==> src/hdl/rbf_kernel_stream_macros.svh <==
// Assertion macros for the rbf kernel blocks; only the queue uses them.
`ifndef RBF_KERNEL_STREAM_MACROS_SVH
`define RBF_KERNEL_STREAM_MACROS_SVH

// Same-cycle implication, clocked on clk, quiet in reset.
`define RBF_ASSERT_NOW(lbl, ante, cons, msg) \
	lbl: assert property (@(posedge clk) disable iff (!arst_n) (ante) |-> (cons)) \
		else $error(msg);

// Next-cycle implication, clocked on clk, quiet in reset.
`define RBF_ASSERT_NEXT(lbl, ante, cons, msg) \
	lbl: assert property (@(posedge clk) disable iff (!arst_n) (ante) |=> (cons)) \
		else $error(msg);

`endif

==> src/hdl/rbf_pkg.sv <==
`timescale 1ns / 1ps
`default_nettype none
package rbf_pkg;

	typedef struct packed {
		logic               kind;
		logic signed [15:0] feature;
	} item_t;

	typedef struct packed {
		logic [15:0] kernel_value;
		logic        last;
	} result_t;

	localparam int DIST_W = 42;
	localparam int X_W    = 58;
	localparam int XQ_W   = 21;
	localparam int ACC_W  = 31;
	localparam int TBL_N  = 10;

	localparam logic KIND_REF    = 1'b0;
	localparam logic KIND_SAMPLE = 1'b1;

	localparam logic [7:0] REG_GAMMA        = 8'd0;
	localparam logic [7:0] REG_SAMPLE_COUNT = 8'd1;

	localparam logic [15:0] GAMMA_RST        = 16'd3277;
	localparam logic [15:0] SAMPLE_COUNT_RST = 16'd1;

	// squared distance plus its run flag, queued from front to back
	typedef struct packed {
		logic [DIST_W-1:0] distance;
		logic              last;
	} dist_t;

	typedef enum logic [2:0] {
		B_IDLE,
		B_MUL_LO,
		B_MUL_HI,
		B_SUM,
		B_ROUND,
		B_POLY,
		B_EXP,
		B_OUT
	} back_state_t;

	// exp(-2^(k-6)) in Q0.30
	function automatic logic [29:0] exp_const(input logic [3:0] k);
		logic [29:0] v;
		case (k)
			4'd0: v = 30'd1057095000;
			4'd1: v = 30'd1040706261;
			4'd2: v = 30'd1008687096;
			4'd3: v = 30'd947573834;
			4'd4: v = 30'd836230973;
			4'd5: v = 30'd651257337;
			4'd6: v = 30'd395007542;
			4'd7: v = 30'd145315154;
			4'd8: v = 30'd19666268;
			4'd9: v = 30'd360200;
			default: v = 30'd0;
		endcase
		return v;
	endfunction

endpackage
`default_nettype wire

==> src/hdl/rbf_back.sv <==
`timescale 1ns / 1ps
`default_nettype none
module rbf_back
	import rbf_pkg::*;
(
	input  wire logic        clk,
	input  wire logic        arst_n,
	input  wire logic [15:0] gamma,
	input  wire logic        q_valid,
	input  wire dist_t       q_data,
	output logic             pop,
	output logic             result_valid,
	input  wire logic        result_ready,
	output result_t          result
);
	back_state_t st_q, st_d;
	logic [DIST_W-1:0] dist_q;
	logic              last_q;
	logic [36:0]       plo_q, phi_q;
	logic [X_W-1:0]    x_q;
	logic [XQ_W-1:0]   xq_q;
	logic              zero_q;
	logic [ACC_W-1:0]  acc_q;
	logic [9:0]        bits_q;
	logic [3:0]        k_q;
	logic              rv_q;
	result_t           res_q;
	logic              load;
	logic [X_W-1:0]    xr;
	logic [23:0]       r30;
	logic [47:0]       r2;
	logic [60:0]       prod;
	logic [60:0]       prod_r;
	logic [ACC_W-1:0]  kv_w;

	assign xr     = x_q + X_W'(16'h8000);
	assign r30    = {xq_q[9:0], 14'd0};
	assign r2     = r30 * r30;
	assign prod   = 61'(acc_q) * 61'(exp_const(k_q));
	assign prod_r = prod + 61'(30'h2000_0000);
	assign kv_w   = (acc_q + ACC_W'(16'h4000)) >> 15;

	always_comb begin
		st_d = st_q;
		pop  = 1'b0;
		load = 1'b0;
		case (st_q)
			B_IDLE: begin
				if (q_valid) begin
					pop  = 1'b1;
					st_d = B_MUL_LO;
				end
			end
			B_MUL_LO: st_d = B_MUL_HI;
			B_MUL_HI: st_d = B_SUM;
			B_SUM:    st_d = B_ROUND;
			B_ROUND:  st_d = B_POLY;
			B_POLY:   st_d = B_EXP;
			B_EXP: begin
				if (k_q == 4'(TBL_N-1)) begin
					st_d = B_OUT;
				end
			end
			B_OUT: begin
				if (!rv_q || result_ready) begin
					load = 1'b1;
					st_d = B_IDLE;
				end
			end
			default: st_d = B_IDLE;
		endcase
	end

	always_ff @(posedge clk or negedge arst_n) begin
		if (!arst_n) begin
			st_q <= B_IDLE;
			rv_q <= 1'b0;
		end else begin
			st_q <= st_d;
			if (load) begin
				rv_q <= 1'b1;
			end else if (result_ready) begin
				rv_q <= 1'b0;
			end
		end
	end

	always_ff @(posedge clk) begin
		case (st_q)
			B_IDLE: begin
				dist_q <= q_data.distance;
				last_q <= q_data.last;
			end
			B_MUL_LO: plo_q <= 37'(dist_q[20:0] * gamma);
			B_MUL_HI: phi_q <= 37'(dist_q[41:21] * gamma);
			B_SUM:    x_q   <= {phi_q, 21'd0} + X_W'(plo_q);
			B_ROUND: begin
				xq_q   <= xr[36:16];
				zero_q <= (x_q > (X_W'(1) << 36)) || xr[36];
			end
			B_POLY: begin
				acc_q  <= ACC_W'(31'h4000_0000 - 31'(r30) + 31'(r2[47:31]));
				bits_q <= xq_q[19:10];
				k_q    <= '0;
			end
			B_EXP: begin
				if (bits_q[0]) begin
					acc_q <= prod_r[60:30];
				end
				bits_q <= bits_q >> 1;
				k_q    <= k_q + 4'd1;
			end
			default: ;
		endcase
		if (load) begin
			res_q.kernel_value <= zero_q ? 16'd0 : kv_w[15:0];
			res_q.last         <= last_q;
		end
	end

	assign result_valid = rv_q;
	assign result       = res_q;
endmodule
`default_nettype wire

==> config.mk <==
export PLATFORM = sky130hd
export DESIGN_NAME = rbf_back
export DESIGN_NICKNAME = d
export VERILOG_FILES = /design/src/hdl/rbf_kernel_stream_macros.svh /design/src/hdl/rbf_pkg.sv /design/src/hdl/rbf_back.sv
export SDC_FILE = /design/constraint.sdc
export NUM_CORES = 2
export LEC_CHECK = 0
export BUFFER_PORTS_ARGS = -buffer_cell sky130_fd_sc_hd__buf_2
export CAP_MARGIN = 30
export CORE_MARGIN = 8
export CORE_UTILIZATION = 60
export DETAILED_ROUTE_END_ITERATION = 10
export PLACE_DENSITY = 0.76
export SETUP_SLACK_MARGIN = 0.15
export SLEW_MARGIN = 20
export SYNTH_ARGS = -nofsm -noshare
export SYNTH_HDL_FRONTEND = slang
export SYNTH_SLANG_ARGS = --single-unit
==> constraint.sdc <==
create_clock -name clk -period 11.7 [get_ports clk]
set_clock_uncertainty 0.05 [all_clocks]
set_input_delay 1.755 -clock clk [delete_from_list [all_inputs] [get_ports clk]]
set_output_delay 1.755 -clock clk [all_outputs]
set_load 0.03 [all_outputs]
==> summary.txt <==
Setup path
  • CP Launch Type: flip-flop
  • Worst EP arrival: 9.11 ns
  • Crit path kind: reg -> reg
  • Crit path top cell by count: fa_1
  • CP Capture Type: flip-flop
  • Cell family with most CP delay: adder cells
  • Slowest CP cell: edfxtp_1
  • Crit path buffers/inverters: 6
  • Slowest stage delay, CP: 0.82 ns
  • Critical Path RT: 11.94 ns
  • Max FO, Critical Path: 18

CTS
  • TritonCTS clock tree: done
  • H-tree lvl count: 1
  • Clock root buffer: clkbuf_16
  • Hold Buf Count CTS: 0
  • Clock Sinks: 262
  • Clock buffer depth: 3
  • Clock Latency Late Sink: 0.60 ns
  • Clock transition at the registers of the reported paths: 0.07 ns
  • CTS buffer count: 29
  • PostCTS Resize Cnt: 0
  • Post-CTS setup buffer count: 0

Route
  • Routed Antenna Nets: 0
  • Wire per inst: 19.7 um
  • Drc violations: 0
  • Final wirelength: 160000 um
  • Via density: 5.66
  • Drt pass-1 iters: 5
  • Vias: 45800
  • Initial DRC Count: 3174

Yosys
  • Synth cell types: 76
  • EDFF count, synth: 228
  • Post-Synthesis Cells: 6811
  • Cell Area, Synth: 0.0640 sq mm
  • Syn Nets: 8828
  • Most used DFF post-synth: edfxtp_1
  • Synth area leaders: fa_1 (43%), ha_1 (11%), edfxtp_1 (11%)
  • Ys async rst share: 1.53%
  • Fraction of the yosys area taken by sequential cells: 11.8%
  • Syn. warnings: 0
  • Syn avg cell area: 9.40 sq um
  • #FFs+latches synth: 262
  • Synth area leader: fa_1
  • Proportion of netlist area held by the largest area contributor: 43.2%

Die
  • Starting Density: 60.1%
  • Die Width: 343 um
  • Core ar.: 0.106 sq mm
  • # rows: 120
  • Num ports: 82
  • Chip height: 343 um
  • Die footprint: 0.117 sq mm

Finish
  • Number of nets in the layout: 8680
  • Most common cell after layout, fill and taps aside: inv_1
  • Post-Layout Cell Count: 8091
  • Most frequent cells in the layout: inv_1 (1533), fa_1 (1382), nand2_1 (1054)
  • Fill cell count: 8542
  • Area of the multi-input gates: 0.0495 sq mm
  • Area Growth Syn to Fin: 4.03%
  • Share of cells above drive strength 1: 3.74%
  • Reg area: 0.00756 sq mm
  • Layout Utilization: 62.6%

STA
  • Worst hold margin: 0.361 ns
  • Slew margin rel.: 32.9%
  • Minimum clock period: 8.87 ns
  • Worst-Margin Slew: 1.01 ns
  • RSZ-0062 raised after global routing: no
  • Pins Over Slew Limit: 0
  • Final setup vio count: 0
  • Peak Freq: 113 MHz
  • Post-route clock period utilization: 75.8%
  • Final Hold Fails: 0
  • Setup_tns: 0 ns

Place
  • Final Wtd Congestion: 0.904
  • DP Cell Count: 8033
  • Post-DP HPWL: 119000 um
  • I/O Buffers: 81

Global route
  • Global-route wire length before repair: 261000 um
  • Largest net degree at the start of global routing: 57
  • Gr ovfl total: 0
  • Global-route usage over all layers: 27.9%
  • Initial antenna violation count: 6
  • Vias in the first global route: 51100

Outcome
  • Outcome: finished clean

Min path
  • Hold Path Class: reg -> reg

Run
  • Max Cap Violations: 0
-- synth_stat cells (11+ instances only) --
| cell type | n |
|---|---|
| inv_1 | 1533 |
| nor2_1 | 126 |
| and3_1 | 27 |
| dfxtp_1 | 30 |
| xor2_1 | 64 |
| nor2b_1 | 14 |
| o21ai_0 | 75 |
| clkbuf_1 | 334 |
| xnor2_1 | 112 |
| and2_1 | 711 |
| a211oi_1 | 13 |
| fa_1 | 1382 |
| ha_1 | 572 |
| o21a_1 | 26 |
| nand4_1 | 27 |
| edfxtp_1 | 228 |
| nand2b_1 | 14 |
| nand2_1 | 1055 |
| a21o_1 | 72 |
| a21oi_1 | 121 |
| and4_1 | 11 |
| nor3_1 | 37 |
| o21bai_1 | 12 |
| a31oi_1 | 19 |
| nand3_1 | 56 |
-- worst paths after layout --
path                            depth (start not counted)  slack (ns)                start             endpoint
worst max-delay path                                   26        2.83   acc_q[7]$_DFFE_PP_  acc_q[29]$_DFFE_PP_
min in group asynchronous                               1        0.92               arst_n  st_q[2]$_DFFE_PN0P_
worst min register to register                          0        0.36  plo_q[16]$_DFFE_PP_    x_q[16]$_DFFE_PN_
worst min-delay path                                    0        0.36  plo_q[16]$_DFFE_PP_    x_q[16]$_DFFE_PN_
max in group asynchronous                               1       10.55               arst_n  st_q[0]$_DFFE_PN0P_
worst max register to register                         26        2.83   acc_q[7]$_DFFE_PP_  acc_q[29]$_DFFE_PP_
-- metal layers --
metal | GRT usage [%] | vias up | routed length, um
met5 | 0 | - | 11
met4 | 14.6 | 2 | 9850
met3 | 4.07 | 637 | 11600
met2 | 50.1 | 2021 | 80900
met1 | 32.5 | 23100 | 57400
li1 | - | 20000 | -
-- through the flow --
stage | setup slack, ns | area (sq um)
2_1_floorplan | 3.72 | 64000
3_3_place_gp | 2.87 | 65500
3_5_place_dp | 2.74 | 65600
4_1_cts | 2.90 | 66500
5_1_grt | 2.61 | 66600
6_report | 2.83 | 66600
-- cells by family (layout without fill, tap and decap cells) --
family	count (synthesis)	after routing	share of synthesized area, %
compound gates	424	424	4.38
xor+xnor	176	176	2.41
fa+ha+maj	1954	1954	54.4
buf+inv	1873	1747	11.0
flops	262	262	11.8
mux	6	6	0.0958
other cells	0	3	0
simple gates	2116	2116	16.0
-- area by class of cell --
| class | count | area share (%) |
|---|---|---|
| diodes | 3 | 0.0113 |
| clock buffers | 36 | 1.24 |
| inverters | 1533 | 8.64 |
| well taps | 1403 | 2.64 |
| multi-input cells | 4676 | 74.3 |
| clock inverters | 17 | 0.242 |
| flip-flops and latches | 262 | 11.4 |
| repair buffers | 161 | 1.58 |
Power is not shown: default switching activity piles up to over one toggle a cycle in this logic, so the estimate is an artifact.
