## src/hdl/rbf_kernel_stream_macros.svh

```systemverilog
// Assertion macros for the rbf kernel blocks; only the queue uses them.
`ifndef RBF_KERNEL_STREAM_MACROS_SVH
`define RBF_KERNEL_STREAM_MACROS_SVH

// Same-cycle implication, clocked on clk, quiet in reset.
`define RBF_ASSERT_NOW(lbl, ante, cons, msg) \
	lbl: assert property (@(posedge clk) disable iff (!arst_n) (ante) |-> (cons)) \
		else $error(msg);

// Next-cycle implication, clocked on clk, quiet in reset.
`define RBF_ASSERT_NEXT(lbl, ante, cons, msg) \
	lbl: assert property (@(posedge clk) disable iff (!arst_n) (ante) |=> (cons)) \
		else $error(msg);

`endif

```

## src/hdl/rbf_pkg.sv

```systemverilog
`timescale 1ns / 1ps
`default_nettype none
package rbf_pkg;

	typedef struct packed {
		logic               kind;
		logic signed [15:0] feature;
	} item_t;

	typedef struct packed {
		logic [15:0] kernel_value;
		logic        last;
	} result_t;

	localparam int DIST_W = 42;
	localparam int X_W    = 58;
	localparam int XQ_W   = 21;
	localparam int ACC_W  = 31;
	localparam int TBL_N  = 10;

	localparam logic KIND_REF    = 1'b0;
	localparam logic KIND_SAMPLE = 1'b1;

	localparam logic [7:0] REG_GAMMA        = 8'd0;
	localparam logic [7:0] REG_SAMPLE_COUNT = 8'd1;

	localparam logic [15:0] GAMMA_RST        = 16'd3277;
	localparam logic [15:0] SAMPLE_COUNT_RST = 16'd1;

	// squared distance plus its run flag, queued from front to back
	typedef struct packed {
		logic [DIST_W-1:0] distance;
		logic              last;
	} dist_t;

	typedef enum logic [2:0] {
		B_IDLE,
		B_MUL_LO,
		B_MUL_HI,
		B_SUM,
		B_ROUND,
		B_POLY,
		B_EXP,
		B_OUT
	} back_state_t;

	// exp(-2^(k-6)) in Q0.30
	function automatic logic [29:0] exp_const(input logic [3:0] k);
		logic [29:0] v;
		case (k)
			4'd0: v = 30'd1057095000;
			4'd1: v = 30'd1040706261;
			4'd2: v = 30'd1008687096;
			4'd3: v = 30'd947573834;
			4'd4: v = 30'd836230973;
			4'd5: v = 30'd651257337;
			4'd6: v = 30'd395007542;
			4'd7: v = 30'd145315154;
			4'd8: v = 30'd19666268;
			4'd9: v = 30'd360200;
			default: v = 30'd0;
		endcase
		return v;
	endfunction

endpackage
`default_nettype wire

```

## src/hdl/rbf_ram.sv

```systemverilog
`timescale 1ns / 1ps
`default_nettype none
module rbf_ram #(
	parameter int WIDTH = 16,
	parameter int DEPTH = 16,
	localparam int AW = (DEPTH > 1) ? $clog2(DEPTH) : 1
) (
	input  wire logic             clk,
	input  wire logic             we,
	input  wire logic [AW-1:0]    waddr,
	input  wire logic [WIDTH-1:0] wdata,
	input  wire logic [AW-1:0]    raddr,
	output logic      [WIDTH-1:0] rdata
);
	logic [WIDTH-1:0] mem_q [DEPTH];

	always_ff @(posedge clk) begin
		if (we) begin
			mem_q[waddr] <= wdata;
		end
		rdata <= mem_q[raddr];
	end
endmodule
`default_nettype wire

```

## src/hdl/rbf_front.sv

```systemverilog
`timescale 1ns / 1ps
`default_nettype none
module rbf_front
	import rbf_pkg::*;
#(
	parameter int FEATURES = 16,
	parameter int QDEPTH   = 4,
	localparam int PW = (FEATURES > 1) ? $clog2(FEATURES) : 1,
	localparam int QW = $clog2(QDEPTH)
) (
	input  wire logic        clk,
	input  wire logic        arst_n,
	input  wire logic        item_valid,
	output logic             item_ready,
	input  wire item_t       item,
	input  wire logic [15:0] sample_count,
	input  wire logic [QW:0] q_count,
	output logic             push,
	output dist_t            push_data
);
	logic          acc;
	logic [PW-1:0] ref_pos_q;
	logic [PW-1:0] smp_pos_q;
	logic [15:0]   ref_rd;
	logic          v_s1, end_s1;
	logic signed [15:0] feat_s1;
	logic          v_s2, end_s2;
	logic [31:0]   sq_s2;
	logic [DIST_W-1:0] sum_q;
	logic [15:0]   done_q;
	logic [QW+1:0] need;
	logic signed [16:0] diff;
	logic [33:0]   sq_full;
	logic [DIST_W-1:0] sum_next;
	logic          last_now;

	// an item may only enter if every sample end in flight has a queue slot
	assign need = {1'b0, q_count} + (QW+2)'(v_s1 & end_s1) + (QW+2)'(v_s2 & end_s2);
	assign item_ready = need < (QW+2)'(QDEPTH);
	assign acc = item_valid & item_ready;

	rbf_ram #(.WIDTH(16), .DEPTH(FEATURES)) u_ref (
		.clk  (clk),
		.we   (acc & (item.kind == KIND_REF)),
		.waddr(ref_pos_q),
		.wdata(item.feature),
		.raddr(smp_pos_q),
		.rdata(ref_rd)
	);

	assign diff     = 17'(feat_s1) - 17'(signed'(ref_rd));
	assign sq_full  = 34'(diff * diff);
	assign sum_next = sum_q + DIST_W'(sq_s2);
	assign last_now = (17'(done_q) + 17'd1) >= 17'(sample_count);

	always_ff @(posedge clk or negedge arst_n) begin
		if (!arst_n) begin
			ref_pos_q <= '0;
			smp_pos_q <= '0;
			v_s1      <= 1'b0;
			v_s2      <= 1'b0;
			sum_q     <= '0;
			done_q    <= '0;
		end else begin
			v_s1 <= acc & (item.kind == KIND_SAMPLE);
			v_s2 <= v_s1;
			if (acc && item.kind == KIND_REF) begin
				ref_pos_q <= (ref_pos_q == PW'(FEATURES-1)) ? '0 : ref_pos_q + 1'b1;
			end
			if (acc && item.kind == KIND_SAMPLE) begin
				smp_pos_q <= (smp_pos_q == PW'(FEATURES-1)) ? '0 : smp_pos_q + 1'b1;
			end
			if (v_s2) begin
				if (end_s2) begin
					sum_q  <= '0;
					done_q <= last_now ? '0 : done_q + 16'd1;
				end else begin
					sum_q <= sum_next;
				end
			end
		end
	end

	always_ff @(posedge clk) begin
		feat_s1 <= item.feature;
		end_s1  <= smp_pos_q == PW'(FEATURES-1);
		sq_s2   <= sq_full[31:0];
		end_s2  <= end_s1;
	end

	assign push               = v_s2 & end_s2;
	assign push_data.distance = sum_next;
	assign push_data.last     = last_now;
endmodule
`default_nettype wire

```

## config.mk

```make
export PLATFORM = sky130hd
export DESIGN_NAME = rbf_front
export DESIGN_NICKNAME = d
export VERILOG_FILES = /design/src/hdl/rbf_kernel_stream_macros.svh /design/src/hdl/rbf_pkg.sv /design/src/hdl/rbf_ram.sv /design/src/hdl/rbf_front.sv
export SDC_FILE = /design/constraint.sdc
export NUM_CORES = 1
export LEC_CHECK = 0
export ABC_AREA = 1
export BUFFER_PORTS_ARGS = -buffer_cell sky130_fd_sc_hd__buf_4
export CORE_ASPECT_RATIO = 1.5
export CORE_UTILIZATION = 28
export DETAILED_ROUTE_END_ITERATION = 6
export RECOVER_POWER = 25
export SYNTH_ARGS = -nofsm -noshare
export SYNTH_HDL_FRONTEND = slang
export SYNTH_SLANG_ARGS = --single-unit
```

## constraint.sdc

```tcl
create_clock -name clk -period 8.7 [get_ports clk]
set_input_delay 1.74 -clock clk [delete_from_list [all_inputs] [get_ports clk]]
set_output_delay 1.74 -clock clk [all_outputs]
set_load 0.005 [all_outputs]
```

==> reports/metrics.yaml <==
grt:
  grt_usage_pct: 15.0
  grt_overflow_total: 0
  first_global_vias: 22169
  antenna_found_initial: 1
  grt_max_degree: 96
  grt_pass1_wl_um: 119000
clock_tree:
  cts_sinks: 389
  clock_path_buffers: 3
  hold_buffers: 0
  clock_latency_ns: 0.59
  postCtsSetupRepairBufs: 0
  h-tree-depth: 2
  numCtsBuffers: 44
  clk_pin_slew_ns: 0.06
  cts_tree: "done"
  cts_resized: 0
  cts_root_buf: "clkbuf_16"
timing:
  finClkSkew_ns: 0.0178
  maxSlewHeadroom_pct: -118
  fin_setup_tns_ns: 0
  fmax_mhz: 129
  worst_pin_slew_ns: 3.27
  timing.final.crit_share_pct: 88.8
  timing.final.max_slew_violations: 94
  setup_viol: 0
  rsz0062_at_grt: "no"
  hold_violations: 0
  setup_ws_ns: 0.972
  fin_crit_ns: 7.73
routing:
  route.detailed.drc: 0
  first_pass_iters: 5
  postRouteAntennaNets: 0
  routed_wl_um: 75500
  wl_per_cell_um: 16.8
  routed-via-count: 21033
  via_per_inst: 4.69
  drt_iter0_markers: 1326
logic_synthesis:
  synth_compound_area_share_pct: 8.39
  synth_fp_nets: 3527
  netlist_area_sq_um: 28000
  synth_seq_area_share_pct: 38.2
  synth_xor_area_share_pct: 2.28
  ys.flop_type: "edfxtp_1"
  synthTopCellsByArea: "edfxtp_1 27%, fa_1 19%, nand2_1 7.3%, inv_1 7.0%, ha_1 6.6%"
  synth_cell_types: 51
  synth_top_area_share_pct: 27.5
  ys_warn_count: 0
  ys_ff_latch: 389
  post-synth-top-count-cell: "nand2_1"
  synthTopCellsByCount: "548 x nand2_1, 522 x inv_1, 382 x nor2_1"
  synthMuxAreaShare_pct: 0
  synth_top_family_by_area: "adder cells"
  async_flop_share_pct: 17.5
  synth-edff-count: 256
  syn_inst: 3082
  synth-adder-area-share_pct: 25.1
  syn_area_per_cell_sq_um: 9.08
  synth_simple_gate_area_share_pct: 17.4
  synth_top_area_cell: "edfxtp_1"
floorplanning:
  die_y_um: 389
  core_area_sq_um: 98800
  initial_utilization_pct: 28.3
  die_w_um: 260
  io_pins: 84
  dieArea_sq_um: 101000
  rows: 141
place:
  portBuffers: 83
  dpl.hpwl_um: 56300
  dp_slack_ns: 0.978
  gp_congestion: 0.931
critical_path:
  critPathLaunchType: "flip-flop"
  worst-endpoint-required_ns: 9.21
  crit_type: "flip-flop to flip-flop"
  worst_setup_path_end_kind: "flip-flop"
  rr_startpoint: "feat_s1[0]$_DFF_P_"
  slowest_stage: "fa_1"
  r2r_slack_ns: 0.97
  max_stage_delay_ns: 0.79
  arrival_ns: 8.24
  cp_max_fo: 20
  startpoint: "feat_s1[0]$_DFF_P_"
cells_and_area:
  n_antenna_cell: 0
  layout-drive-gt1-share_pct: 7.32
  register_area_sq_um: 10700
  fillers: 10289
  syn_to_final_growth_pct: 13.0
  final_nets: 3607
  multi_input_area_sq_um: 14900
hold_path:
  hold_path_class: "flip-flop to flip-flop"
  hp-start: "end_s1$_DFF_P_"
run_status:
  status: "complete, but fails checks"
  violations: "max-capacitance violations, max-slew violations"
flow_run:
  cap_violations: 2
==> cells by family after synthesis <==
group / Yosys count
xor gates and xnor gates: 68
and+or+nand+nor: 1179
DFF: 389
AOI/OAI and AO/OA: 410
adders and majority gates: 406
buffers and inverters: 630
==> layout make-up <==
| type | count | area share, % |
|---|---|---|
| Sequential cell | 389 | 33.8 |
| Multi-Input combinational cell | 2063 | 47.2 |
| Clock inverter | 26 | 1.11 |
| Tap cell | 1287 | 5.09 |
| Clock buffer | 55 | 3.67 |
| Inverter | 543 | 6.45 |
| Timing Repair Buffer | 121 | 2.66 |
==> critical path: cells and delay by family, from the launching register on <==
| kind | cells | cell delay [ns] |
|---|---|---|
| XOR/XNOR | 1 | 0.16 |
| flip-flops | 1 | 0.31 |
| adder cells (fa/ha/maj) | 9 | 4.00 |
| buffers and inverters | 7 | 1.16 |
| AND/OR/NAND/NOR | 12 | 2.02 |
==> flip-flops by register name, summed over array words and instances (netlist names) <==
name and cells:
u_ref.rdata 16, v_s2 1, end_s2 1, end_s1 1, u_ref.mem_q 256, feat_s1 16, sum_q 42, ref_pos_q 4
done_q 16, v_s1 1, sq_s2 31, smp_pos_q 4
==> layout by cell type, fill, tap and decap left out, types with 3 or more instances in the layout <==
master	n
nand2_1	548
nor2_2	25
dfxtp_1	65
o31ai_1	3
nand3_1	129
o21bai_1	6
clkinv_1	11
o211ai_1	9
edfxtp_1	256
o221ai_1	25
clkinv_2	9
o21ai_0	186
a22o_1	10
inv_2	17
or2_2	5
a21oi_1	107
nor2_4	3
nor3_1	22
buf_4	103
nor2_1	365
xnor2_1	16
bufinv_16	7
fa_1	259
a21o_1	10
o22ai_1	39
clkbuf_16	44
dfrtp_1	66
nand4_1	37
ha_1	147
xor2_1	48
a31o_2	3
nand3b_1	11
and2_1	25
clkbuf_1	27
inv_1	520
==> through the flow <==
step / hold slack (ns) / area (sq um) / utilization [%] / std cells
floorplan: 0.331 / 28000 / - / 3082
detailed placement: 0.413 / 30200 / 30.6 / 4403
finish: 0.415 / 31600 / 32.0 / 4484
CTS: 0.406 / 31700 / 32.1 / 4484
global placement: 0.427 / 30200 / 30.6 / 4403
global route: 0.415 / 31600 / 32.0 / 4484
==> metal layers <==
layer	GRT usage, %	wire [um]
met1	16.8	29300
met2	28.0	39500
met3	2.20	3640
met4	6.28	3080
met5	0	0
==> final timing paths <==
path / end / cells after the start
hold reg to reg: end_s2$_DFF_P_ / 0
min in group asynchronous: sum_q[10]$_DFFE_PN0P_ / 1
setup / recovery: sq_s2[27]$_DFF_P_ / 29
max in group asynchronous: done_q[6]$_DFFE_PN0P_ / 2
setup reg to reg: sq_s2[27]$_DFF_P_ / 29
hold / removal: end_s2$_DFF_P_ / 0
Power is not shown: default switching activity piles up to over one toggle a cycle in this logic, so the estimate is an artifact.
