==> config.mk <==
export PLATFORM = sky130hd
export DESIGN_NAME = rbf_queue
export DESIGN_NICKNAME = d
export VERILOG_FILES = /design/src/hdl/rbf_pkg.sv /design/src/hdl/rbf_queue.sv
export VERILOG_INCLUDE_DIRS = /design/src /design/src/hdl
export SDC_FILE = /design/constraint.sdc
export NUM_CORES = 1
export LEC_CHECK = 0
export BUFFER_PORTS_ARGS = -buffer_cell sky130_fd_sc_hd__clkbuf_2
export CAP_MARGIN = 25
export CORE_MARGIN = 4
export CORE_UTILIZATION = 60
export CTS_BUF_LIST = sky130_fd_sc_hd__clkbuf_4 sky130_fd_sc_hd__clkbuf_8
export DETAILED_ROUTE_END_ITERATION = 16
export GPL_ROUTABILITY_DRIVEN = 1
export PLACE_DENSITY_LB_ADDON = 0.2
export SYNTH_ARGS = -nofsm -noshare
export SYNTH_HDL_FRONTEND = slang
export SYNTH_SLANG_ARGS = --single-unit
==> constraint.sdc <==
create_clock -name clk -period 5.9 [get_ports clk]
set_input_delay 0.59 -clock clk [delete_from_list [all_inputs] [get_ports clk]]
set_output_delay 0.59 -clock clk [all_outputs]
set_load 0.05 [all_outputs]
==> src/hdl/rbf_kernel_stream_macros.svh <==
// Assertion macros for the rbf kernel blocks; only the queue uses them.
`ifndef RBF_KERNEL_STREAM_MACROS_SVH
`define RBF_KERNEL_STREAM_MACROS_SVH

// Same-cycle implication, clocked on clk, quiet in reset.
`define RBF_ASSERT_NOW(lbl, ante, cons, msg) \
	lbl: assert property (@(posedge clk) disable iff (!arst_n) (ante) |-> (cons)) \
		else $error(msg);

// Next-cycle implication, clocked on clk, quiet in reset.
`define RBF_ASSERT_NEXT(lbl, ante, cons, msg) \
	lbl: assert property (@(posedge clk) disable iff (!arst_n) (ante) |=> (cons)) \
		else $error(msg);

`endif

==> src/hdl/rbf_pkg.sv <==
`timescale 1ns / 1ps
`default_nettype none
package rbf_pkg;

	typedef struct packed {
		logic               kind;
		logic signed [15:0] feature;
	} item_t;

	typedef struct packed {
		logic [15:0] kernel_value;
		logic        last;
	} result_t;

	localparam int DIST_W = 42;
	localparam int X_W    = 58;
	localparam int XQ_W   = 21;
	localparam int ACC_W  = 31;
	localparam int TBL_N  = 10;

	localparam logic KIND_REF    = 1'b0;
	localparam logic KIND_SAMPLE = 1'b1;

	localparam logic [7:0] REG_GAMMA        = 8'd0;
	localparam logic [7:0] REG_SAMPLE_COUNT = 8'd1;

	localparam logic [15:0] GAMMA_RST        = 16'd3277;
	localparam logic [15:0] SAMPLE_COUNT_RST = 16'd1;

	// squared distance plus its run flag, queued from front to back
	typedef struct packed {
		logic [DIST_W-1:0] distance;
		logic              last;
	} dist_t;

	typedef enum logic [2:0] {
		B_IDLE,
		B_MUL_LO,
		B_MUL_HI,
		B_SUM,
		B_ROUND,
		B_POLY,
		B_EXP,
		B_OUT
	} back_state_t;

	// exp(-2^(k-6)) in Q0.30
	function automatic logic [29:0] exp_const(input logic [3:0] k);
		logic [29:0] v;
		case (k)
			4'd0: v = 30'd1057095000;
			4'd1: v = 30'd1040706261;
			4'd2: v = 30'd1008687096;
			4'd3: v = 30'd947573834;
			4'd4: v = 30'd836230973;
			4'd5: v = 30'd651257337;
			4'd6: v = 30'd395007542;
			4'd7: v = 30'd145315154;
			4'd8: v = 30'd19666268;
			4'd9: v = 30'd360200;
			default: v = 30'd0;
		endcase
		return v;
	endfunction

endpackage
`default_nettype wire

==> src/hdl/rbf_queue.sv <==
`timescale 1ns / 1ps
`default_nettype none
`include "rbf_kernel_stream_macros.svh"
module rbf_queue
	import rbf_pkg::*;
#(
	parameter int QDEPTH = 4,
	localparam int QW = $clog2(QDEPTH)
) (
	input  wire logic        clk,
	input  wire logic        arst_n,
	input  wire logic        push,
	input  wire dist_t       push_data,
	input  wire logic        pop,
	output logic             q_valid,
	output dist_t            q_data,
	output logic [QW:0]      q_count
);
	dist_t           slot_q [QDEPTH];
	logic [QW-1:0]   wr_q, rd_q;
	logic [QW:0]     cnt_q;

	always_ff @(posedge clk or negedge arst_n) begin
		if (!arst_n) begin
			wr_q  <= '0;
			rd_q  <= '0;
			cnt_q <= '0;
		end else begin
			if (push) begin
				wr_q <= (wr_q == QW'(QDEPTH-1)) ? '0 : wr_q + 1'b1;
			end
			if (pop) begin
				rd_q <= (rd_q == QW'(QDEPTH-1)) ? '0 : rd_q + 1'b1;
			end
			cnt_q <= cnt_q + (QW+1)'(push) - (QW+1)'(pop);
		end
	end

	always_ff @(posedge clk) begin
		if (push) begin
			slot_q[wr_q] <= push_data;
		end
	end

	assign q_valid = cnt_q != '0;
	assign q_data  = slot_q[rd_q];
	assign q_count = cnt_q;

	`RBF_ASSERT_NOW(a_no_overflow, push, cnt_q < (QW+1)'(QDEPTH), "queue push while full")
	`RBF_ASSERT_NOW(a_no_underflow, pop, cnt_q != '0, "queue pop while empty")
	`RBF_ASSERT_NEXT(a_count_step, push && !pop, cnt_q == $past(cnt_q) + 1'b1, "count slip")
endmodule
`default_nettype wire

==> flow_summary.yaml, run 1 <==
logic_synthesis:
  synth_edf_count: 172
  synth_top_area_share_pct: 77.4
  synth_area_leaders: "edfxtp_1 77%, mux4_2 13%, dfrtp_1 2.6%, mux4_1 2.0%, ha_1 1.3%"
  ys_seq_elements: 179
  synthSimpleGateAreaFrac_pct: 0.713
  muxShareOfSynthArea_pct: 15.1
  ys_types: 18
  synth_commonest_cells: "172 x edfxtp_1, 38 x mux4_2, 7 x dfrtp_1, 7 x ha_1, 6 x inv_1"
  yosys.area_share.adder_pct: 1.61
  synth_xor_area_share_pct: 0.263
  synth_compound_area_share_pct: 0.150
  yosysWarnings: 0
  yosys.area.top_type: "edfxtp_1"
  postSynthCellCount: 260
  synth-main-ff-cell: "edfxtp_1"
  netlist_area_um2: 6670
  ys_async_sr_fraction_pct: 3.91
  yosysSeqAreaShare_pct: 80.0
  synth_top_family_by_area: "multiplexers"
  yosysMostFrequentCell: "edfxtp_1"
  synthesis.nets: 315
  avgSynthCellArea_um2: 25.7
timing:
  finalCritPeriodShare_pct: 56.3
  hold_viol_final: 0
  whs_ns: 0.367
  final_max_slew_viol_count: 0
  worst-slew-pin-transition_ns: 0.766
  finClkSkew_ns: 0.00761
  finalSetupTns_ns: 0
  period_needed_ns: 3.32
  grt_setup_unrepaired: "false"
  setup_viol: 0
  slew_headroom_pct: 48.9
  fmax_mhz: 301
route:
  antenna_left: 0
  wl_per_cell_um: 21.2
  routed_wirelength_um: 11100
  drtIter0Drc: 157
  firstDrtPassIters: 5
  post-route-drc-count: 0
  vias: 2932
  post_drt_via_cell_ratio: 5.62
clocking:
  cts_sinks: 179
  cts_buffers: 17
  cts_tree: "yes"
  cts_buffer_depth: 2
  cts_resized: 0
  clk_latency_ns: 0.43
  cts_root_buf: "clkbuf_8"
  path_clk_slew_ns: 0.09
  cts_max_level: 4
  cts_hold_buffers: 1
  cts_setup_buffers: 0
power:
  internal_power_mw: 2.52
  ir_drop_mv: 0.313
  power.total_mw: 4.17
  switching_share_pct: 39.6
  clock_power_share_pct: 19.1
  power.switching_mw: 1.65
  power.density_nw_per_um2: 544
  p_leak_nw: 2.70
  seqPwrFrac_pct: 42.2
  p_comb_share_pct: 38.7
global_routing:
  grt_pass1_wl_um: 17700
  grt_pass1_vias: 3179
  track_usage_pct: 19.0
  antenna_found_initial: 0
  grt_max_degree: 44
  overflow: 0
worst_setup_path:
  required_ns: 5.31
  worstSetupPathType: "register to output pin"
  crit_start: "rd_q[0]"
  critPathCaptureType: "output pin"
  cp.arrival_ns: 2.73
  cp_max_fo: 24
  ff2ff_setup_slack_ns: 3.94
  r2r_end: "slot_q[1][39]"
  rr_startpoint: "wr_q[1]"
  reg2regPathDepth: 4
  critPathLaunchType: "register"
floorplanning:
  rows: 38
  die_x_um: 113
  die-area_um2: 12900
  coreArea_um2: 10800
  start_util_pct: 61.5
  ioPinCount: 94
  die_h_um: 113
placement:
  dp_hpwl_um: 6970
  place_congestion: 0.698
  port_buffers: 93
hold_path:
  hold_class: "input port to register"
  worstHoldEndpoint: "slot_q[1][25]"
  hp-start: "push_data[25]"
  worstHoldPathCells: 1
layout:
  layout-drive-gt1-share_pct: 46.3
  seqCellArea_um2: 5340
  nFillCells: 667
  fin_nets: 424
  multi_input_area_um2: 1200
  diodes: 0
  area_growth_syn_to_layout_pct: 14.8
run_status:
  status: "finished clean"
flow_run:
  drv_cap: 0
[through the flow]
| step | cells | setup slack, ns | util (%) | instance area (um^2) |
|---|---|---|---|---|
| 3_5_place_dp | 489 | 2.90 | 67.0 | 7260 |
| 4_1_cts | 522 | 2.41 | 70.7 | 7660 |
| 5_1_grt | 522 | 2.29 | 70.7 | 7660 |
| 6_report | 522 | 2.58 | 70.7 | 7660 |
| 2_1_floorplan | 260 | 3.84 | - | 6670 |
| 3_3_place_gp | 488 | 2.92 | 66.8 | 7240 |
[power groups by stage]
stage	clock, mW	sequential, mW	combinational (mW)
floorplan	0	1.74	1.37
global placement	0	1.81	1.57
detailed placement	0	1.79	1.64
CTS	0.812	1.77	1.64
global route	0.880	1.79	1.71
finish	0.796	1.76	1.61
[cell type report]
type / count / area share, %
Clock buffer: 20 / 3.35
Sequential cell: 179 / 69.7
Multi-Input combinational cell: 65 / 15.6
Clock inverter: 12 / 1.75
Tap cell: 140 / 2.29
Inverter: 6 / 0.294
Timing Repair Buffer: 100 / 6.96
[worst max-delay path by stage]
stage                         endpoint  slack, ns  depth (start not counted)
final                        q_data[3]       2.58                          3
after global routing         q_data[0]       2.29                          3
after CTS                    q_data[3]       2.41                          3
after detailed placement     q_data[3]       2.90                          3
after global placement       q_data[3]       2.92                          3
after floorplan           slot_q[0][0]       3.84                          3
[registers in the layout, summed over array words and instances (netlist names)]
signal / count
slot_q: 172
q_count: 3
rd_q: 2
wr_q: 2
[worst max-delay path: stages (launching register included)]
cell	delay (ns)
dfrtp_2	0.88
buf_4	0.53
mux4_1	0.64
clkbuf_2	0.26
[cell usage in the layout (no fill, tap or decap)]
master         instances
o21ai_0                2
clkinv_2               2
ha_1                   7
mux4_2                38
clkinv_4               5
nor2_1                 1
fa_1                   1
dlygate4sd3_1          1
inv_6                  1
nand2_1                1
buf_4                  5
clkinv_1               1
clkinvlp_4             1
clkbuf_4               3
bufinv_16              2
buf_12                 1
dfrtp_1                5
or3b_2                 1
clkbuf_2              93
or3_1                  1
edfxtp_1             172
mux2_2                 2
dfrtp_2                2
inv_1                  6
mux4_1                 5
clkbuf_8              17
and2_2                 4
xnor2_1                2
[layer usage]
| metal | global-route usage [%] | up-vias | share of wire (%) |
|---|---|---|---|
| met1 | 25.5 | 1512 | 40 |
| li1 | - | 1317 | - |
| met3 | 5.78 | 6 | 7.5 |
| met2 | 30.5 | 97 | 51 |
| met4 | 6.01 | 0 | 0.72 |
| met5 | 0 | - | 0 |
[kinds of logic (layout without fill, tap and decap cells)]
kind of cell	Yosys count	count (layout)
AO/OA/AOI/OAI	2	2
XOR/XNOR	2	2
adder cells (fa/ha/maj)	8	8
buffers and inverters	16	138
flip-flops	179	179
multiplexers	45	45
AND/OR/NAND/NOR	8	8
(Power assumes the default switching activity.)
==> run 2: changes to the inputs <==
--- a/config.mk
+++ b/config.mk
@@ -9,7 +9,7 @@
 export BUFFER_PORTS_ARGS = -buffer_cell sky130_fd_sc_hd__clkbuf_2
 export CAP_MARGIN = 25
 export CORE_MARGIN = 4
-export CORE_UTILIZATION = 60
+export CORE_UTILIZATION = 59
 export CTS_BUF_LIST = sky130_fd_sc_hd__clkbuf_4 sky130_fd_sc_hd__clkbuf_8
 export DETAILED_ROUTE_END_ITERATION = 16
 export GPL_ROUTABILITY_DRIVEN = 1
==> constraint.sdc (replaced) <==
create_clock -name clk -period 3.26 [get_ports clk]
set_input_delay 0.326 -clock clk [delete_from_list [all_inputs] [get_ports clk]]
set_output_delay 0.326 -clock clk [all_outputs]
set_load 0.05 [all_outputs]
==> run 2 against run 1 <==
Net effect:
- final cell count grew 0.19%
- non-clock buffer count grew 2
- via count grew 0.75%
- die area grew 1.6%
- sequential share of layout area is essentially flat
- flip-flop and latch count is the same
- register-to-register slack lost 2.6 ns
- clock skew grew 0.0010 ns
- clock power grew 78%
- setup slack lost 2.0 ns
- sequential power grew 84%
- critical path type unchanged
- largest power group unchanged
- highest routed layer unchanged
==> flow_summary.yaml, run 2 (synthesis results as in run 1) <==
run_status:
  status: "finished clean"
worst_setup_path:
  critPathTopFamily: "flip-flops"
  critPathCaptureType: "output pin"
  required_ns: 2.93
  cp_max_fo: 46
  cp_num_buf_inv: 1
  slowest_stage: "dfrtp_4"
  slowest_delay_ns: 1.01
  reg2regPathDepth: 4
  cp_cell_sequence: "mux4_2 > clkbuf_2"
  crit_start: "rd_q[0]"
  cp.arrival_ns: 2.40
  critPathLaunchType: "register"
  rr_startpoint: "wr_q[0]"
  ff2ff_setup_slack_ns: 1.31
  cp.depth: 2
  crit_end: "q_data[20]"
  r2r_end: "slot_q[0][15]"
  worstSetupPathType: "register to output pin"
power:
  p_leak_nw: 2.70
  power.density_nw_per_um2: 979
  ir_drop_mv: 0.673
layout:
  final_common_cell: "edfxtp_1"
  regMostFlops: "slot_q"
  diodes: 0
  fin_nets: 426
  largest_reg_flops: 172
  layout_common_cells: "172 x edfxtp_1, 93 x clkbuf_2, 38 x mux4_2"
  layout-drive-gt1-share_pct: 46.2
  stdcell_area_um2: 7660
  area_growth_syn_to_layout_pct: 14.9
  final_util_pct: 70.1
timing:
  hold_viol_final: 0
  finalCritPeriodShare_pct: 83.5
  final_max_slew_viol_count: 0
  finClkSkew_ns: 0.00861
  grt_setup_unrepaired: "false"
  fmax_mhz: 367
  whs_ns: 0.105
  setup_viol: 0
  finalSetupTns_ns: 0
  slew_headroom_pct: 40.4
  period_needed_ns: 2.72
  worst-slew-pin-transition_ns: 0.893
floorplanning:
  die_h_um: 114
  die_x_um: 114
  start_util_pct: 61.0
  ioPinCount: 94
  die-area_um2: 13100
  rows: 38
  coreArea_um2: 10900
clocking:
  clk_latency_ns: 0.43
  cts_max_level: 4
  cts_buffer_depth: 2
  cts_tree: "yes"
  path_clk_slew_ns: 0.09
  cts_root_buf: "clkbuf_8"
  cts_hold_buffers: 1
  cts_setup_buffers: 0
  cts_resized: 0
  cts_sinks: 179
  cts_buffers: 17
placement:
  place_congestion: 0.674
  placed_cell_area_um2: 7280
  dp_hpwl_um: 6790
  port_buffers: 93
route:
  drtIter0Drc: 235
  firstDrtPassIters: 4
  post_drt_via_cell_ratio: 5.65
  post-route-drc-count: 0
  routed_wirelength_um: 10900
  vias: 2954
  antenna_left: 0
  wl_per_cell_um: 20.7
global_routing:
  grt_pass1_vias: 3242
  grt_max_degree: 47
  grt_pass1_wl_um: 17400
  track_usage_pct: 18.4
  antenna_found_initial: 0
  overflow: 0
hold_path:
  hold_class: "input port to register"
  hp-start: "push_data[34]"
flow_run:
  drv_cap: 0
==> run 2: layer usage <==
metal / track usage, % / up-vias / wire length [um]
met2: 31.0 / 106 / 5680
met3: 6.08 / 13 / 830
met1: 22.7 / 1506 / 4190
met4: 6.18 / 0 / 142
met5: 0 / - / 0
li1: - / 1329 / -
==> run 2: where the power goes <==
group / switching [mW] / internal (mW) / leakage (nW)
sequential: 0.290 / 2.95 / 1.66
clock: 0.737 / 0.684 / 0.184
combinational: 1.95 / 0.897 / 0.851
total: 2.97 / 4.53 / 2.70
==> run 2: layout make-up <==
type                    instances  area (um^2)
flip-flops and latches        179         5350
fillers                       670         3270
clock inverters                13          135
inverters                       6         22.5
repair buffers                102          548
clock buffers                  18          241
well taps                     140          175
multi-input cells              65         1200
==> run 2: worst min path at each step <==
stage	slack, ns	end	depth (start not counted)
floorplan	0.03	q_count[0]	0
global placement	0.18	q_count[2]	1
detailed placement	0.18	q_count[2]	1
CTS	0.07	slot_q[1][37]	1
global route	0.07	slot_q[0][14]	1
finish	0.11	slot_q[3][34]	1
==> run 2: metrics by stage <==
step	std cells	power (mW)	worst slack, ns
2_1_floorplan	260	5.64	1.20
3_3_place_gp	491	6.15	0.951
3_5_place_dp	491	6.20	0.944
4_1_cts	523	7.61	0.456
5_1_grt	523	7.88	0.343
6_report	523	7.51	0.538
==> run 2: worst register-to-register path: stages, from the launching register on <==
cell     delay (ns)
dfrtp_1        0.42
inv_1          0.11
ha_1           0.15
and2_2         0.58
buf_4          0.38
==> run 3: changes to the inputs <==
==> constraint.sdc (replaced) <==
create_clock -name clk -period 2.6 [get_ports clk]
set_input_delay 0.26 -clock clk [delete_from_list [all_inputs] [get_ports clk]]
set_output_delay 0.26 -clock clk [all_outputs]
set_load 0.05 [all_outputs]
==> run 3 against run 2 <==
Net effect:
- flip-flop and latch count did not move
- die area unchanged
- routed wire length decreased by 3.2%
- non-clock buffer count up 4
- largest power group unchanged
- setup slack lost 0.31 ns
- clock-buffer cell count rose by 2
==> flow_summary.yaml, run 3 (synthesis results as in run 1) <==
run_status:
  status: "finished clean"
global_routing:
  antenna_found_initial: 0
  overflow: 0
  grt_max_degree: 24
  use_met2_pct: 28.5
  track_usage_pct: 17.8
  grt_pass1_vias: 3234
  grtUsageMet1_pct: 23.6
  gr-usage-met3_pct: 5.97
  grt.busiest_layer: "met2"
  grt_pass1_wl_um: 17100
worst_setup_path:
  critPathCaptureType: "output pin"
  cp.arrival_ns: 2.11
  cp_max_fo: 15
  critPathLaunchType: "register"
  required_ns: 2.34
  worstSetupPathType: "register to output pin"
timing:
  slew_headroom_pct: 58.8
  fmax_mhz: 421
  grt_setup_unrepaired: "false"
  period_needed_ns: 2.37
  worst-slew-pin-transition_ns: 0.618
  finClkSkew_ns: 0.00856
  hold_viol_final: 0
  setup_viol: 0
  finalSetupTns_ns: 0
  finalCritPeriodShare_pct: 91.3
  final_max_slew_viol_count: 0
layout:
  final_common_cell: "edfxtp_1"
  area_growth_syn_to_layout_pct: 15.7
  layout_common_cells: "172 x edfxtp_1, 93 x clkbuf_2, 38 x mux4_2"
  diodes: 0
  stdcell_area_um2: 7720
  regMostFlops: "slot_q"
  layout-drive-gt1-share_pct: 46.6
  largest_reg_flops: 172
  fin_nets: 430
clocking:
  clk_latency_ns: 0.43
  cts_sinks: 179
  path_clk_slew_ns: 0.08
  cts_root_buf: "clkbuf_8"
  cts_max_level: 4
  cts_resized: 0
  cts_buffer_depth: 2
  cts_tree: "yes"
  cts_buffers: 17
placement:
  port_buffers: 93
  placed_cell_area_um2: 7340
  place_congestion: 0.687
  dp_hpwl_um: 6500
floorplanning:
  coreArea_um2: 10900
  die-area_um2: 13100
  die_x_um: 114
  ioPinCount: 94
  rows: 38
  die_h_um: 114
  start_util_pct: 61.0
route:
  post_drt_via_cell_ratio: 5.62
  post-route-drc-count: 0
  vias: 2954
  drtIter0Drc: 189
  routed_wirelength_um: 10500
  firstDrtPassIters: 4
  antenna_left: 0
  wl_per_cell_um: 20.0
flow_run:
  drv_cap: 0
power:
  power.density_nw_per_um2: 1220
  p_leak_nw: 2.71
  seqPwrFrac_pct: 42.2
  power.switching_mw: 3.71
  internal_power_mw: 5.71
  switching_share_pct: 39.4
  p_comb_share_pct: 40.4
  clock_power_share_pct: 17.4
  ir_drop_mv: 0.845
hold_path:
  hold_class: "input port to register"
[run 3: changes by cell type in the layout (fill, tap and decap cells not counted), moves of 2 or more]
cell	delta
clkinvlp_4	+2
buf_12	+3
inv_6	-2
clkbuf_4	+2
[run 3: timing repair]
| action | in CTS | in global routing |
|---|---|---|
| hold endpoints to repair | 7 | 0 |
| buffers inserted | 1 | 0 |
| hold buffers | 1 | 0 |
| endpoints found under the setup margin | 6 | 0 |
[run 3: worst max-delay path, stage by stage (launching register included)]
cell      delay, ns
dfrtp_4        0.65
buf_4          0.25
mux4_2         0.53
clkbuf_2       0.25
[run 3: power groups by stage]
stage | combinational, mW | clock [mW] | sequential (mW)
finish | 3.81 | 1.64 | 3.98
global route | 4.03 | 1.83 | 4.04
CTS | 3.88 | 1.69 | 3.99
floorplan | 3.12 | 0 | 3.95
detailed placement | 3.75 | 0 | 4.10
global placement | 3.72 | 0 | 4.07
[run 3: final timing paths]
check	to	cells after the start	slack, ns	from
max reg2reg	slot_q[0][42]	4	0.85	wr_q[0]
min	slot_q[0][32]	1	0.04	push_data[32]
min in group asynchronous	q_count[2]	2	0.21	arst_n
max	q_data[26]	3	0.23	rd_q[0]
min reg2reg	q_count[2]	1	0.53	q_count[2]
max in group asynchronous	rd_q[0]	2	2.19	arst_n
[run 3: routing by layer]
layer	share of wire (%)	up-vias
met3	5.9	7
met4	0.78	0
met2	51	75
met5	0	-
li1	-	1331
met1	42	1541
[run 3: cell type report]
| type | instances | area, um^2 |
|---|---|---|
| repair buffers | 106 | 636 |
| clock inverters | 10 | 88.8 |
| flip-flops and latches | 179 | 5350 |
| inverters | 6 | 22.5 |
| multi-input cells | 65 | 1200 |
| clock buffers | 20 | 256 |
| fillers | 692 | 3210 |
| well taps | 140 | 175 |
[run 3: metrics by stage]
step | setup WS, ns | power [mW] | util [%] | cells | hold slack (ns)
4_1_cts | 0.171 | 9.56 | 70.6 | 526 | 0.00688
5_1_grt | 0.0982 | 9.90 | 70.6 | 526 | 0.00721
6_report | 0.227 | 9.42 | 70.6 | 526 | 0.0414
3_3_place_gp | 0.498 | 7.79 | 67.1 | 494 | 0.109
3_5_place_dp | 0.473 | 7.85 | 67.1 | 494 | 0.112
2_1_floorplan | 0.541 | 7.07 | - | 260 | -0.0356
